File: src/hdl/pair_overlap_removal_by_mass_assert.svh
// Assertion macros for the pair overlap removal block.
// Included by modules that check their own sequencing; no other dependencies.
`ifndef PAIR_OVERLAP_REMOVAL_BY_MASS_ASSERT_SVH
`define PAIR_OVERLAP_REMOVAL_BY_MASS_ASSERT_SVH

// hold cons in the same cycle as ante
`define POR_ASSERT_NOW(label, clk, rst, ante, cons, msg) \
   label: assert property (@(posedge clk) disable iff (rst) (ante) |-> (cons)) \
      else $error(msg);

// hold cons in the cycle after ante
`define POR_ASSERT_NEXT(label, clk, rst, ante, cons, msg) \
   label: assert property (@(posedge clk) disable iff (rst) (ante) |=> (cons)) \
      else $error(msg);

`endif

File: src/hdl/por_pkg.sv
// Shared types and fixed field widths for the pair overlap removal block.
// No dependencies.
package por_pkg;

   localparam int MASS_W    = 32;
   localparam int KEY_W     = 8;
   localparam int KEY_RANGE = 256;

   typedef struct packed {
      logic [MASS_W-1:0] mass;
      logic [KEY_W-1:0]  a;
      logic [KEY_W-1:0]  b;
   } pair_type;

endpackage

File: src/hdl/pair_overlap_removal_by_mass.sv
// Greedy overlap removal of mass-ordered pairs: sorted pair store, sequencer, result port.
// Depends on por_pkg and pair_overlap_removal_by_mass_assert.svh.
//
//   channel   ports                                   transfer when
//   -------   -------------------------------------   ----------------------
//   request   req_pair_mass req_member_a req_member_b  start high, busy low
//             req_set_end
//   response  rsp_kept_mass rsp_kept_a rsp_kept_b      rsp_valid high
//             rsp_run_end rsp_overflowed
//
// A pair is inserted into the store in mass order through the single read port of the store,
// shifting every lighter stored pair down one place; a pair sent to a full store is dropped.
// On the closing pair, the greedy pass reads each candidate and then each earlier entry
// up to the first kept entry it conflicts with; emission then walks the store.
// busy is high while a pair is inserted and after the closing pair until the store is walked;
// reset is synchronous. Results are presented for one cycle each and cannot be stalled.
`include "pair_overlap_removal_by_mass_assert.svh"

module pair_overlap_removal_by_mass #(
   parameter int MAX_PAIRS = 16,
   parameter int KEY_SLOTS = 256
) (
   input  logic                       clock,
   input  logic                       reset,
   input  logic                       start,
   output logic                       busy,
   input  logic [por_pkg::MASS_W-1:0] req_pair_mass,
   input  logic [por_pkg::KEY_W-1:0]  req_member_a,
   input  logic [por_pkg::KEY_W-1:0]  req_member_b,
   input  logic                       req_set_end,
   output logic                       rsp_valid,
   output logic [por_pkg::MASS_W-1:0] rsp_kept_mass,
   output logic [por_pkg::KEY_W-1:0]  rsp_kept_a,
   output logic [por_pkg::KEY_W-1:0]  rsp_kept_b,
   output logic                       rsp_run_end,
   output logic                       rsp_overflowed
);

   localparam int IDX_W  = $clog2(MAX_PAIRS);
   localparam int CNT_W  = $clog2(MAX_PAIRS + 1);
   localparam int SLOT_W = (KEY_SLOTS >= por_pkg::KEY_RANGE) ? por_pkg::KEY_W
                                                            : $clog2(KEY_SLOTS);

   typedef enum logic [2:0] {
      ST_IDLE,
      ST_INS_CMP,
      ST_INS_PUT,
      ST_PASS_RD,
      ST_PASS_CAND,
      ST_CHECK,
      ST_EMIT_RD,
      ST_EMIT_OUT
   } state_type;

   state_type                   state_ff, state_in;
   logic [CNT_W-1:0]            count_ff, count_in;
   logic                        ovf_ff, ovf_in;
   logic                        end_ff, end_in;
   por_pkg::pair_type           new_ff, new_in;
   logic [IDX_W-1:0]            pos_ff, pos_in;
   logic [IDX_W-1:0]            i_ff, i_in;
   logic [IDX_W-1:0]            j_ff, j_in;
   logic [IDX_W-1:0]            last_ff, last_in;
   logic [MAX_PAIRS-1:0]        kept_ff, kept_in;
   logic [SLOT_W-1:0]           cand_a_ff, cand_a_in;
   logic [SLOT_W-1:0]           cand_b_ff, cand_b_in;
   logic                        rsp_valid_ff, rsp_valid_in;
   logic [por_pkg::MASS_W-1:0]  rsp_kept_mass_ff, rsp_kept_mass_in;
   logic [por_pkg::KEY_W-1:0]   rsp_kept_a_ff, rsp_kept_a_in;
   logic [por_pkg::KEY_W-1:0]   rsp_kept_b_ff, rsp_kept_b_in;
   logic                        rsp_run_end_ff, rsp_run_end_in;
   logic                        rsp_overflowed_ff, rsp_overflowed_in;

   por_pkg::pair_type           store_mem [MAX_PAIRS];
   por_pkg::pair_type           rd_data_ff;
   logic [IDX_W-1:0]            rd_addr;
   logic                        wr_en;
   logic [IDX_W-1:0]            wr_addr;
   por_pkg::pair_type           wr_data;

   logic [SLOT_W-1:0]           slot_lut [por_pkg::KEY_RANGE];
   logic [SLOT_W-1:0]           rd_slot_a;
   logic [SLOT_W-1:0]           rd_slot_b;
   logic                        conflict;
   logic                        accept;
   logic                        i_last;
   logic                        j_last;

   for (genvar k = 0; k < por_pkg::KEY_RANGE; k++) begin : g_slot
      assign slot_lut[k] = SLOT_W'(k % KEY_SLOTS);
   end

   assign accept    = start && !busy;
   assign rd_slot_a = slot_lut[rd_data_ff.a];
   assign rd_slot_b = slot_lut[rd_data_ff.b];
   assign conflict  = (rd_slot_a == cand_a_ff) || (rd_slot_a == cand_b_ff) ||
                      (rd_slot_b == cand_a_ff) || (rd_slot_b == cand_b_ff);
   assign i_last    = (CNT_W'(i_ff) + CNT_W'(1)) == count_ff;
   assign j_last    = (CNT_W'(j_ff) + CNT_W'(1)) == count_ff;

   always_comb begin
      state_in          = state_ff;
      count_in          = count_ff;
      ovf_in            = ovf_ff;
      end_in            = end_ff;
      new_in            = new_ff;
      pos_in            = pos_ff;
      i_in              = i_ff;
      j_in              = j_ff;
      last_in           = last_ff;
      kept_in           = kept_ff;
      cand_a_in         = cand_a_ff;
      cand_b_in         = cand_b_ff;
      rsp_valid_in      = 1'b0;
      rsp_kept_mass_in  = rsp_kept_mass_ff;
      rsp_kept_a_in     = rsp_kept_a_ff;
      rsp_kept_b_in     = rsp_kept_b_ff;
      rsp_run_end_in    = rsp_run_end_ff;
      rsp_overflowed_in = rsp_overflowed_ff;
      rd_addr           = '0;
      wr_en             = 1'b0;
      wr_addr           = pos_ff;
      wr_data           = new_ff;

      unique case (state_ff)
         ST_IDLE: begin
            if (accept) begin
               new_in.mass = req_pair_mass;
               new_in.a    = req_member_a;
               new_in.b    = req_member_b;
               end_in      = req_set_end;
               if (count_ff == CNT_W'(MAX_PAIRS)) begin
                  ovf_in = 1'b1;
                  if (req_set_end) begin
                     i_in     = '0;
                     state_in = ST_PASS_RD;
                  end
               end else begin
                  pos_in = count_ff[IDX_W-1:0];
                  if (count_ff == '0) begin
                     state_in = ST_INS_PUT;
                  end else begin
                     rd_addr  = count_ff[IDX_W-1:0] - 1'b1;
                     state_in = ST_INS_CMP;
                  end
               end
            end
         end
         ST_INS_CMP: begin
            wr_en   = 1'b1;
            wr_addr = pos_ff;
            if (rd_data_ff.mass < new_ff.mass) begin
               wr_data = rd_data_ff;
               pos_in  = pos_ff - 1'b1;
               if (pos_ff == IDX_W'(1)) begin
                  state_in = ST_INS_PUT;
               end else begin
                  rd_addr = pos_ff - 1'b1 - 1'b1;
               end
            end else begin
               wr_data  = new_ff;
               count_in = count_ff + 1'b1;
               i_in     = '0;
               state_in = end_ff ? ST_PASS_RD : ST_IDLE;
            end
         end
         ST_INS_PUT: begin
            wr_en    = 1'b1;
            wr_addr  = pos_ff;
            wr_data  = new_ff;
            count_in = count_ff + 1'b1;
            i_in     = '0;
            state_in = end_ff ? ST_PASS_RD : ST_IDLE;
         end
         ST_PASS_RD: begin
            rd_addr  = i_ff;
            state_in = ST_PASS_CAND;
         end
         ST_PASS_CAND: begin
            cand_a_in = rd_slot_a;
            cand_b_in = rd_slot_b;
            j_in      = '0;
            rd_addr   = '0;
            if (i_ff == '0) begin
               kept_in[i_ff] = 1'b1;
               last_in       = i_ff;
               if (i_last) begin
                  state_in = ST_EMIT_RD;
               end else begin
                  i_in     = i_ff + 1'b1;
                  state_in = ST_PASS_RD;
               end
            end else begin
               state_in = ST_CHECK;
            end
         end
         ST_CHECK: begin
            if (kept_ff[j_ff] && conflict) begin
               if (i_last) begin
                  state_in = ST_EMIT_RD;
               end else begin
                  i_in     = i_ff + 1'b1;
                  state_in = ST_PASS_RD;
               end
            end else if ((j_ff + 1'b1) == i_ff) begin
               kept_in[i_ff] = 1'b1;
               last_in       = i_ff;
               if (i_last) begin
                  state_in = ST_EMIT_RD;
               end else begin
                  i_in     = i_ff + 1'b1;
                  state_in = ST_PASS_RD;
               end
            end else begin
               j_in    = j_ff + 1'b1;
               rd_addr = j_ff + 1'b1;
            end
         end
         ST_EMIT_RD: begin
            j_in     = '0;
            rd_addr  = '0;
            state_in = ST_EMIT_OUT;
         end
         ST_EMIT_OUT: begin
            if (kept_ff[j_ff]) begin
               rsp_valid_in      = 1'b1;
               rsp_kept_mass_in  = rd_data_ff.mass;
               rsp_kept_a_in     = rd_data_ff.a;
               rsp_kept_b_in     = rd_data_ff.b;
               rsp_run_end_in    = (j_ff == last_ff);
               rsp_overflowed_in = ovf_ff;
            end
            if (j_last) begin
               count_in = '0;
               ovf_in   = 1'b0;
               kept_in  = '0;
               state_in = ST_IDLE;
            end else begin
               j_in    = j_ff + 1'b1;
               rd_addr = j_ff + 1'b1;
            end
         end
         default: begin
            state_in = ST_IDLE;
         end
      endcase
   end

   always_ff @(posedge clock) begin
      if (wr_en) begin
         store_mem[wr_addr] <= wr_data;
      end
      rd_data_ff <= store_mem[rd_addr];
   end

   always_ff @(posedge clock) begin
      end_ff            <= end_in;
      new_ff            <= new_in;
      pos_ff            <= pos_in;
      i_ff              <= i_in;
      j_ff              <= j_in;
      last_ff           <= last_in;
      cand_a_ff         <= cand_a_in;
      cand_b_ff         <= cand_b_in;
      rsp_kept_mass_ff  <= rsp_kept_mass_in;
      rsp_kept_a_ff     <= rsp_kept_a_in;
      rsp_kept_b_ff     <= rsp_kept_b_in;
      rsp_run_end_ff    <= rsp_run_end_in;
      rsp_overflowed_ff <= rsp_overflowed_in;
      if (reset) begin
         state_ff     <= ST_IDLE;
         count_ff     <= '0;
         ovf_ff       <= 1'b0;
         kept_ff      <= '0;
         rsp_valid_ff <= 1'b0;
      end else begin
         state_ff     <= state_in;
         count_ff     <= count_in;
         ovf_ff       <= ovf_in;
         kept_ff      <= kept_in;
         rsp_valid_ff <= rsp_valid_in;
      end
   end

   assign busy           = (state_ff != ST_IDLE);
   assign rsp_valid      = rsp_valid_ff;
   assign rsp_kept_mass  = rsp_kept_mass_ff;
   assign rsp_kept_a     = rsp_kept_a_ff;
   assign rsp_kept_b     = rsp_kept_b_ff;
   assign rsp_run_end    = rsp_run_end_ff;
   assign rsp_overflowed = rsp_overflowed_ff;

   `POR_ASSERT_NEXT(a_final_then_quiet, clock, reset, rsp_valid_ff && rsp_run_end_ff,
                    !rsp_valid_ff, "result followed the final result of a set")
   `POR_ASSERT_NOW(a_more_follow, clock, reset, rsp_valid_ff && !rsp_run_end_ff,
                   state_ff == ST_EMIT_OUT, "non-final result left emission")
   `POR_ASSERT_NOW(a_heaviest_kept, clock, reset, state_ff == ST_EMIT_OUT,
                   kept_ff[0], "heaviest pair not kept")
   `POR_ASSERT_NOW(a_idle_clean, clock, reset, state_ff == ST_IDLE,
                   kept_ff == '0, "kept flags not cleared in idle")
   `POR_ASSERT_NEXT(a_close_busy, clock, reset, accept && req_set_end,
                    busy, "closing transfer did not start the pass")

endmodule
File: config.mk
export PLATFORM = sky130hd
export DESIGN_NAME = pair_overlap_removal_by_mass
export DESIGN_NICKNAME = d
export VERILOG_FILES = /design/src/hdl/por_pkg.sv /design/src/hdl/pair_overlap_removal_by_mass.sv
export VERILOG_INCLUDE_DIRS = /design/src /design/src/hdl
export SDC_FILE = /design/constraint.sdc
export NUM_CORES = 1
export LEC_CHECK = 0
export ABC_AREA = 1
export BUFFER_PORTS_ARGS = -buffer_cell sky130_fd_sc_hd__buf_2
export CAP_MARGIN = 20
export CELL_PAD_IN_SITES_DETAIL_PLACEMENT = 1
export CELL_PAD_IN_SITES_GLOBAL_PLACEMENT = 1
export CORE_MARGIN = 1
export CORE_UTILIZATION = 35
export CTS_CLUSTER_SIZE = 16
export DETAILED_ROUTE_END_ITERATION = 8
export HOLD_SLACK_MARGIN = 0.06
export PLACE_DENSITY_LB_ADDON = 0.1
export SYNTH_ARGS = -nofsm -noshare
export SYNTH_HDL_FRONTEND = slang
export SYNTH_SLANG_ARGS = --single-unit
File: constraint.sdc
create_clock -name clock -period 5.6 [get_ports clock]
set_clock_uncertainty 0.2 [all_clocks]
set_input_delay 1.12 -clock clock [delete_from_list [all_inputs] [get_ports clock]]
set_output_delay 1.12 -clock clock [all_outputs]
set_load 0.005 [all_outputs]
# After elaboration in Yosys (flattened, before gate mapping)
# Memory sizes are Yosys's and may differ from the RTL's. A register that Yosys moved wholly into a read port is not among the register bits.
# Index checks and enable logic that the tools add are counted.
# classes
muxes,69
reduce_logical,31
n_lt_le_gt_ge,6
n_addsub,8
n_eq_ne,32
n_bitwise,4
# op_table
op,count
$mux 4,25
$mux 48,2
$mux 16,4
$pmux 16 s3,1
$pmux 4 s5,2
$eq 8x8->1,4
$lt 32x32->1,1
$mux 8,4
$mux 3,10
$ne 2x2->1 const B,12
$pmux 3 s8,1
$ge 9x9->1 const B,2
$not 8->9,2
$or 16x16->16,1
$pmux 4 s2,2
$reduce_and 4->1,4
$pmux 5 s3,1
$eq 3x3->1 const B,4
$pmux 4 s3,1
$reduce_bool 3->1,4
$sub 4x1->4 const B,3
$add 4x1->5 const B,2
$eq 5x5->1,2
$lt 4x5->1 const B,2
29 further kinds,54
# totals
ff_bits,157
memories,3
out_inout_bits,52
in_bits,52
rom_bits,4096
word_cells,173
mem_bits_rw,768
# memory_table
name,words,width,rd,rd_clocked_by_memory_dff,wr,line_no,rtl
(no name shown),256,8,1,0,0,pair_overlap_removal_by_mass.sv:95,assign rd_slot_b = slot_lut[rd_data_ff.b];
(no name shown),256,8,1,0,0,pair_overlap_removal_by_mass.sv:94,assign rd_slot_a = slot_lut[rd_data_ff.a];
store_mem,16,48,1,1,1,pair_overlap_removal_by_mass.sv:74,por_pkg::pair_type store_mem [MAX_PAIRS];

# Longest topological paths before layout
# logic_depth
depth_word,11
mapped_depth,23
depth_no_buf,21

# Least setup slack after synthesis
# OpenSTA, ideal clock, no wires.
# synth_timing
kind,flip-flop to flip-flop
startpoint,reg state_ff[2]
endpoint,mem store_mem[5][0] in the netlist's numbering (enable)
path_stages_with_launch,8
path_slack_ps,639
arrival_ps,4248
synth_period_minus_slack_ps,4961
path_cell_list,dfxtp_1 -> nor2_1 -> inv_2 -> nor2_1 -> inv_2 -> nand2_1 -> inv_1 -> nor3_1
# synth_between
elab_chain_cells,5
# synth_rtl
element,line_no,rtl
from (decl),pair_overlap_removal_by_mass.sv:55,"state_type state_ff, state_in;"
from (signal assigned),pair_overlap_removal_by_mass.sv:277,state_ff <= state_in;
$eq 3x1->1 or $eq 3x2->1 (tied branches),pair_overlap_removal_by_mass.sv:125,unique case (state_ff)
$reduce_or 2->1 (no source line) *,--,
$mux 1 *,pair_overlap_removal_by_mass.sv:125,
$mux 1 *,pair_overlap_removal_by_mass.sv:250,if (wr_en) begin
$mux 1 (implied by the code) *,pair_overlap_removal_by_mass.sv:251,store_mem[wr_addr] <= wr_data;
to (decl),pair_overlap_removal_by_mass.sv:74,
# Every way passes the cells marked *; elsewhere a longest branch is shown, timed or not.

# Final worst setup path
# layout_timing
startpoint,reg new_ff[47] in the netlist's numbering
endpoint,"reg, netlist name rd_data_ff[38]"
# layout_between
elab_chain_cells,3
# layout_rtl
element,line_no,rtl
from (decl),pair_overlap_removal_by_mass.sv:59,"por_pkg::pair_type new_ff, new_in;"
from (signal assigned),pair_overlap_removal_by_mass.sv:258,new_ff <= new_in;
$lt 32x32->1,pair_overlap_removal_by_mass.sv:152,if (rd_data_ff.mass < new_ff.mass) begin
$mux 4,pair_overlap_removal_by_mass.sv:152,
$pmux 4 s5,pair_overlap_removal_by_mass.sv:125,
# No other way between the ends.
# A chain may end at the register's enable or synchronous reset.

==> run_results.csv <==
group,metric,value,unit
clock_tree,clockBufferDepth,3,
yosys,synth-edff-count,899,
yosys,synthCells,3555,
drt,drcViolationCount,0,
clock_tree,cts.sinks,973,
drt,wl_per_cell,25.1,um
place,hpwl,67900,um
pwr,worst_ir_drop_vdd,0.000357,V
die,die_w,344,um
pwr,p_int,0.0170,W
setup_path,critical_path_class,"flop to flop",
pwr,seq_power_share,0.367,
pwr,combPwrFrac,0.370,
clock_tree,root_buffer,"clkbuf_16",
run_status,status,"finished clean",
cells_and_area,utilization,0.407,
global_routing,grtUsageTotal,0.221,
clock_tree,clk_latency,700,ps
global_routing,grt_pass1_vias,30200,
setup_path,startpoint_type,"flop",
setup_path,arrival,5310,ps
setup_path,worst_setup_path_end_kind,"flop",
place,io_buffers,103,
yosys,synth-compound-area-share,0.0183,
drt,drtIter0Drc,2134,
drt,vias,28900,
worst_hold_path,hold_end,"kept_ff[0]",
drt,antenna_left,0,
timing,worst_pin_slew,1140,ps
yosys,yosysUniqueCellTypes,44,
setup_path,r2r.worst_path.cells,18,
yosys,synth_seq_cells,973,
yosys,synth_top_area_cell,"edfxtp_1",
yosys,netlist_area,41000,sq um
yosys,synth_fa_ha_area_frac,0.0134,
yosys,ys_top_cells_by_count,"edfxtp_1, nand2_1, nand3_1, nand4_1, buf_2",
timing,fin_ws,699,ps
pwr,switching_share,0.389,
clock_tree,cts.clk_slew.worst_paths,50,ps
yosys,synth_mux_area_frac,0,
place,placed_area,43500,sq um
cells_and_area,nFillCells,12400,
clock_tree,h-tree-depth,3,
setup_path,worstReg2RegStart,"new_ff[47]",
drt,via_per_inst,5.52,
cells_and_area,area_growth,15.2,%
timing,rsz0062_at_grt,"false",
global_routing,grt_pass1_wl,196000,um
global_routing,grt_max_degree,157,
place,place_ws,674,ps
die,boundaryPins,104,
die,core,116000,sq um
yosys,yosys.area_share.simple,0.226,
drt,drt-total-wl,132000,um
setup_path,reg2reg_to,"rd_data_ff[38]",
clock_tree,post_cts_resized,0,
global_routing,overflow,0,
yosys,async_reset_ff_frac,0,
clock_tree,cts_setup_buffers,0,
die,dieHeight,344,um
pwr,power_density,589,nW/um^2
timing,hold_viol,0,
yosys,netlist_top_cells_area,"edfxtp_1, nand2_1, nand3_1",
yosys,synth_top_area_share,0.658,
setup_path,regToRegSetupSlack,700,ps
yosys,synth-seq-area-share,0.695,
clock_tree,postCtsHoldBufs,0,
setup_path,cp.required,6010,ps
clock_tree,numCtsBuffers,110,
timing,slew_violations,0,
yosys,synth-main-ff-cell,"edfxtp_1",
die,initial_core_util,0.353,
pwr,leakagePower,17.1,nW
cells_and_area,final_area,47200,sq um
worst_hold_path,hp-class,"flop to flop",
timing,post-route-min-period,4900,ps
timing,slew_headroom,0.241,
timing,finalSetupViolCount,0,
drt,drt-pass1-iter-count,5,
timing,clock.fmax,204,MHz
die,rows,125,
yosys,yosysWarnings,0,
timing,fin_setup_tns,0,ps
worst_hold_path,hp-start,"kept_ff[0]",
yosys,syn_area_per_cell,11.5,sq um
timing,timing.final.crit_share,0.875,
worst_hold_path,hold_depth,2,
yosys,synth_most_common_cell,"edfxtp_1",
setup_path,crit_fanout,70,
yosys,synth_xor_area_frac,0.00595,
cells_and_area,drive_gt1_frac,0.117,
place,place_congestion,0.803,
pwr,pwr-share-clk,0.263,
cells_and_area,num-nets-final,3717,
flow_run,cap_violations,0,
pwr,p_sw,0.0108,W
die,design.die.area,119000,sq um
yosys,syn_nets,3651,
global_routing,antenna_found_initial,1,
clock_tree,tritoncts,"built",
yosys,synth_top_family_by_area,"simple AND/OR/NAND/NOR gates",
## worst max-delay path, stage by stage, from the launching register on
cell and delay [ps]:
edfxtp_1 380, inv_1 90, ha_1 240, nand2_1 90, nor2_1 80, nand4_1 250, a21oi_1 220, nor2_1 540
nand2_1 330, nor2_4 610, nand2_1 250, nor2_1 260, nor2_4 80, inv_4 180, buf_12 440, nand3_1 150
nand2_1 100, nand2_1 60, nand2_1 150
## area by class of cell
class | instances | area, sq um | area share
Antenna cell | 1 | 2.50 | 0.0000530
Clock inverter | 48 | 547 | 0.0116
Clock buffer | 160 | 3130 | 0.0662
Timing Repair Buffer | 216 | 1690 | 0.0358
Inverter | 141 | 538 | 0.0114
Tap cell | 1524 | 1910 | 0.0404
Multi-Input combinational cell | 2179 | 11000 | 0.232
Sequential cell | 973 | 28500 | 0.603
## worst max path at each step
stage | to | cells past startpoint | startpoint | slack (ps)
global placement | rd_data_ff[15] | 16 | new_ff[47] | 750
finish | rd_data_ff[38] | 18 | new_ff[47] | 700
detailed placement | rd_data_ff[38] | 18 | new_ff[47] | 670
floorplan | store_mem[5][0] | 7 | state_ff[2] | 640
global route | rd_data_ff[38] | 18 | new_ff[47] | 370
CTS | rd_data_ff[38] | 18 | new_ff[47] | 620
## cells in the final DEF, fill, tap and decap left out, drive strengths merged, types with 4 or more instances in the layout
cell and instances:
a21oi 54, buf 216, bufinv 10, clkbuf 160, clkinv 32, clkinvlp 4, dfxtp 74, edfxtp 899
ha 44, inv 143, nand2 858, nand3 612, nand4 395, nor2 91, nor3 6, o21ai 69
xnor2 7, xor2 20
## per-stage QoR
step | instances | total power (W) | hold slack [ps]
after floorplan | 3555 | 0.0168 | 208
after global placement | 5029 | 0.0204 | 237
after detailed placement | 5032 | 0.0207 | 234
after CTS | 5240 | 0.0282 | 249
after global routing | 5241 | 0.0295 | 273
final | 5242 | 0.0278 | 247
## power by group through the flow
| stage | sequential (W) | combinational (W) | clock [W] |
|---|---|---|---|
| finish | 0.0102 | 0.0103 | 0.00731 |
| global route | 0.0103 | 0.0114 | 0.00775 |
| CTS | 0.0102 | 0.0104 | 0.00749 |
| detailed placement | 0.0103 | 0.0104 | 0 |
| global placement | 0.0103 | 0.0101 | 0 |
| floorplan | 0.0102 | 0.00661 | 0 |
## cells by family after synthesis
group	Yosys count
and+or+nand+nor	1970
xor gates and xnor gates	27
AOI/OAI and AO/OA	138
adders and majority gates	44
buffers and inverters	403
DFF	973
## flip-flops by register name (all words and copies together) (netlist names), 16 cells and up
signal         count
kept_ff           16
rsp_kept_mass     32
rd_data_ff        48
new_ff            48
store_mem        768
## layer usage
layer | track usage | up-vias | share of wire
met2 | 0.371 | 682 | 0.48
li1 | - | 13100 | -
met5 | 0 | - | 0
met3 | 0.0289 | 180 | 0.042
met4 | 0.0613 | 0 | 0.024
met1 | 0.299 | 15000 | 0.45
Power figures use the tool's default switching activity.
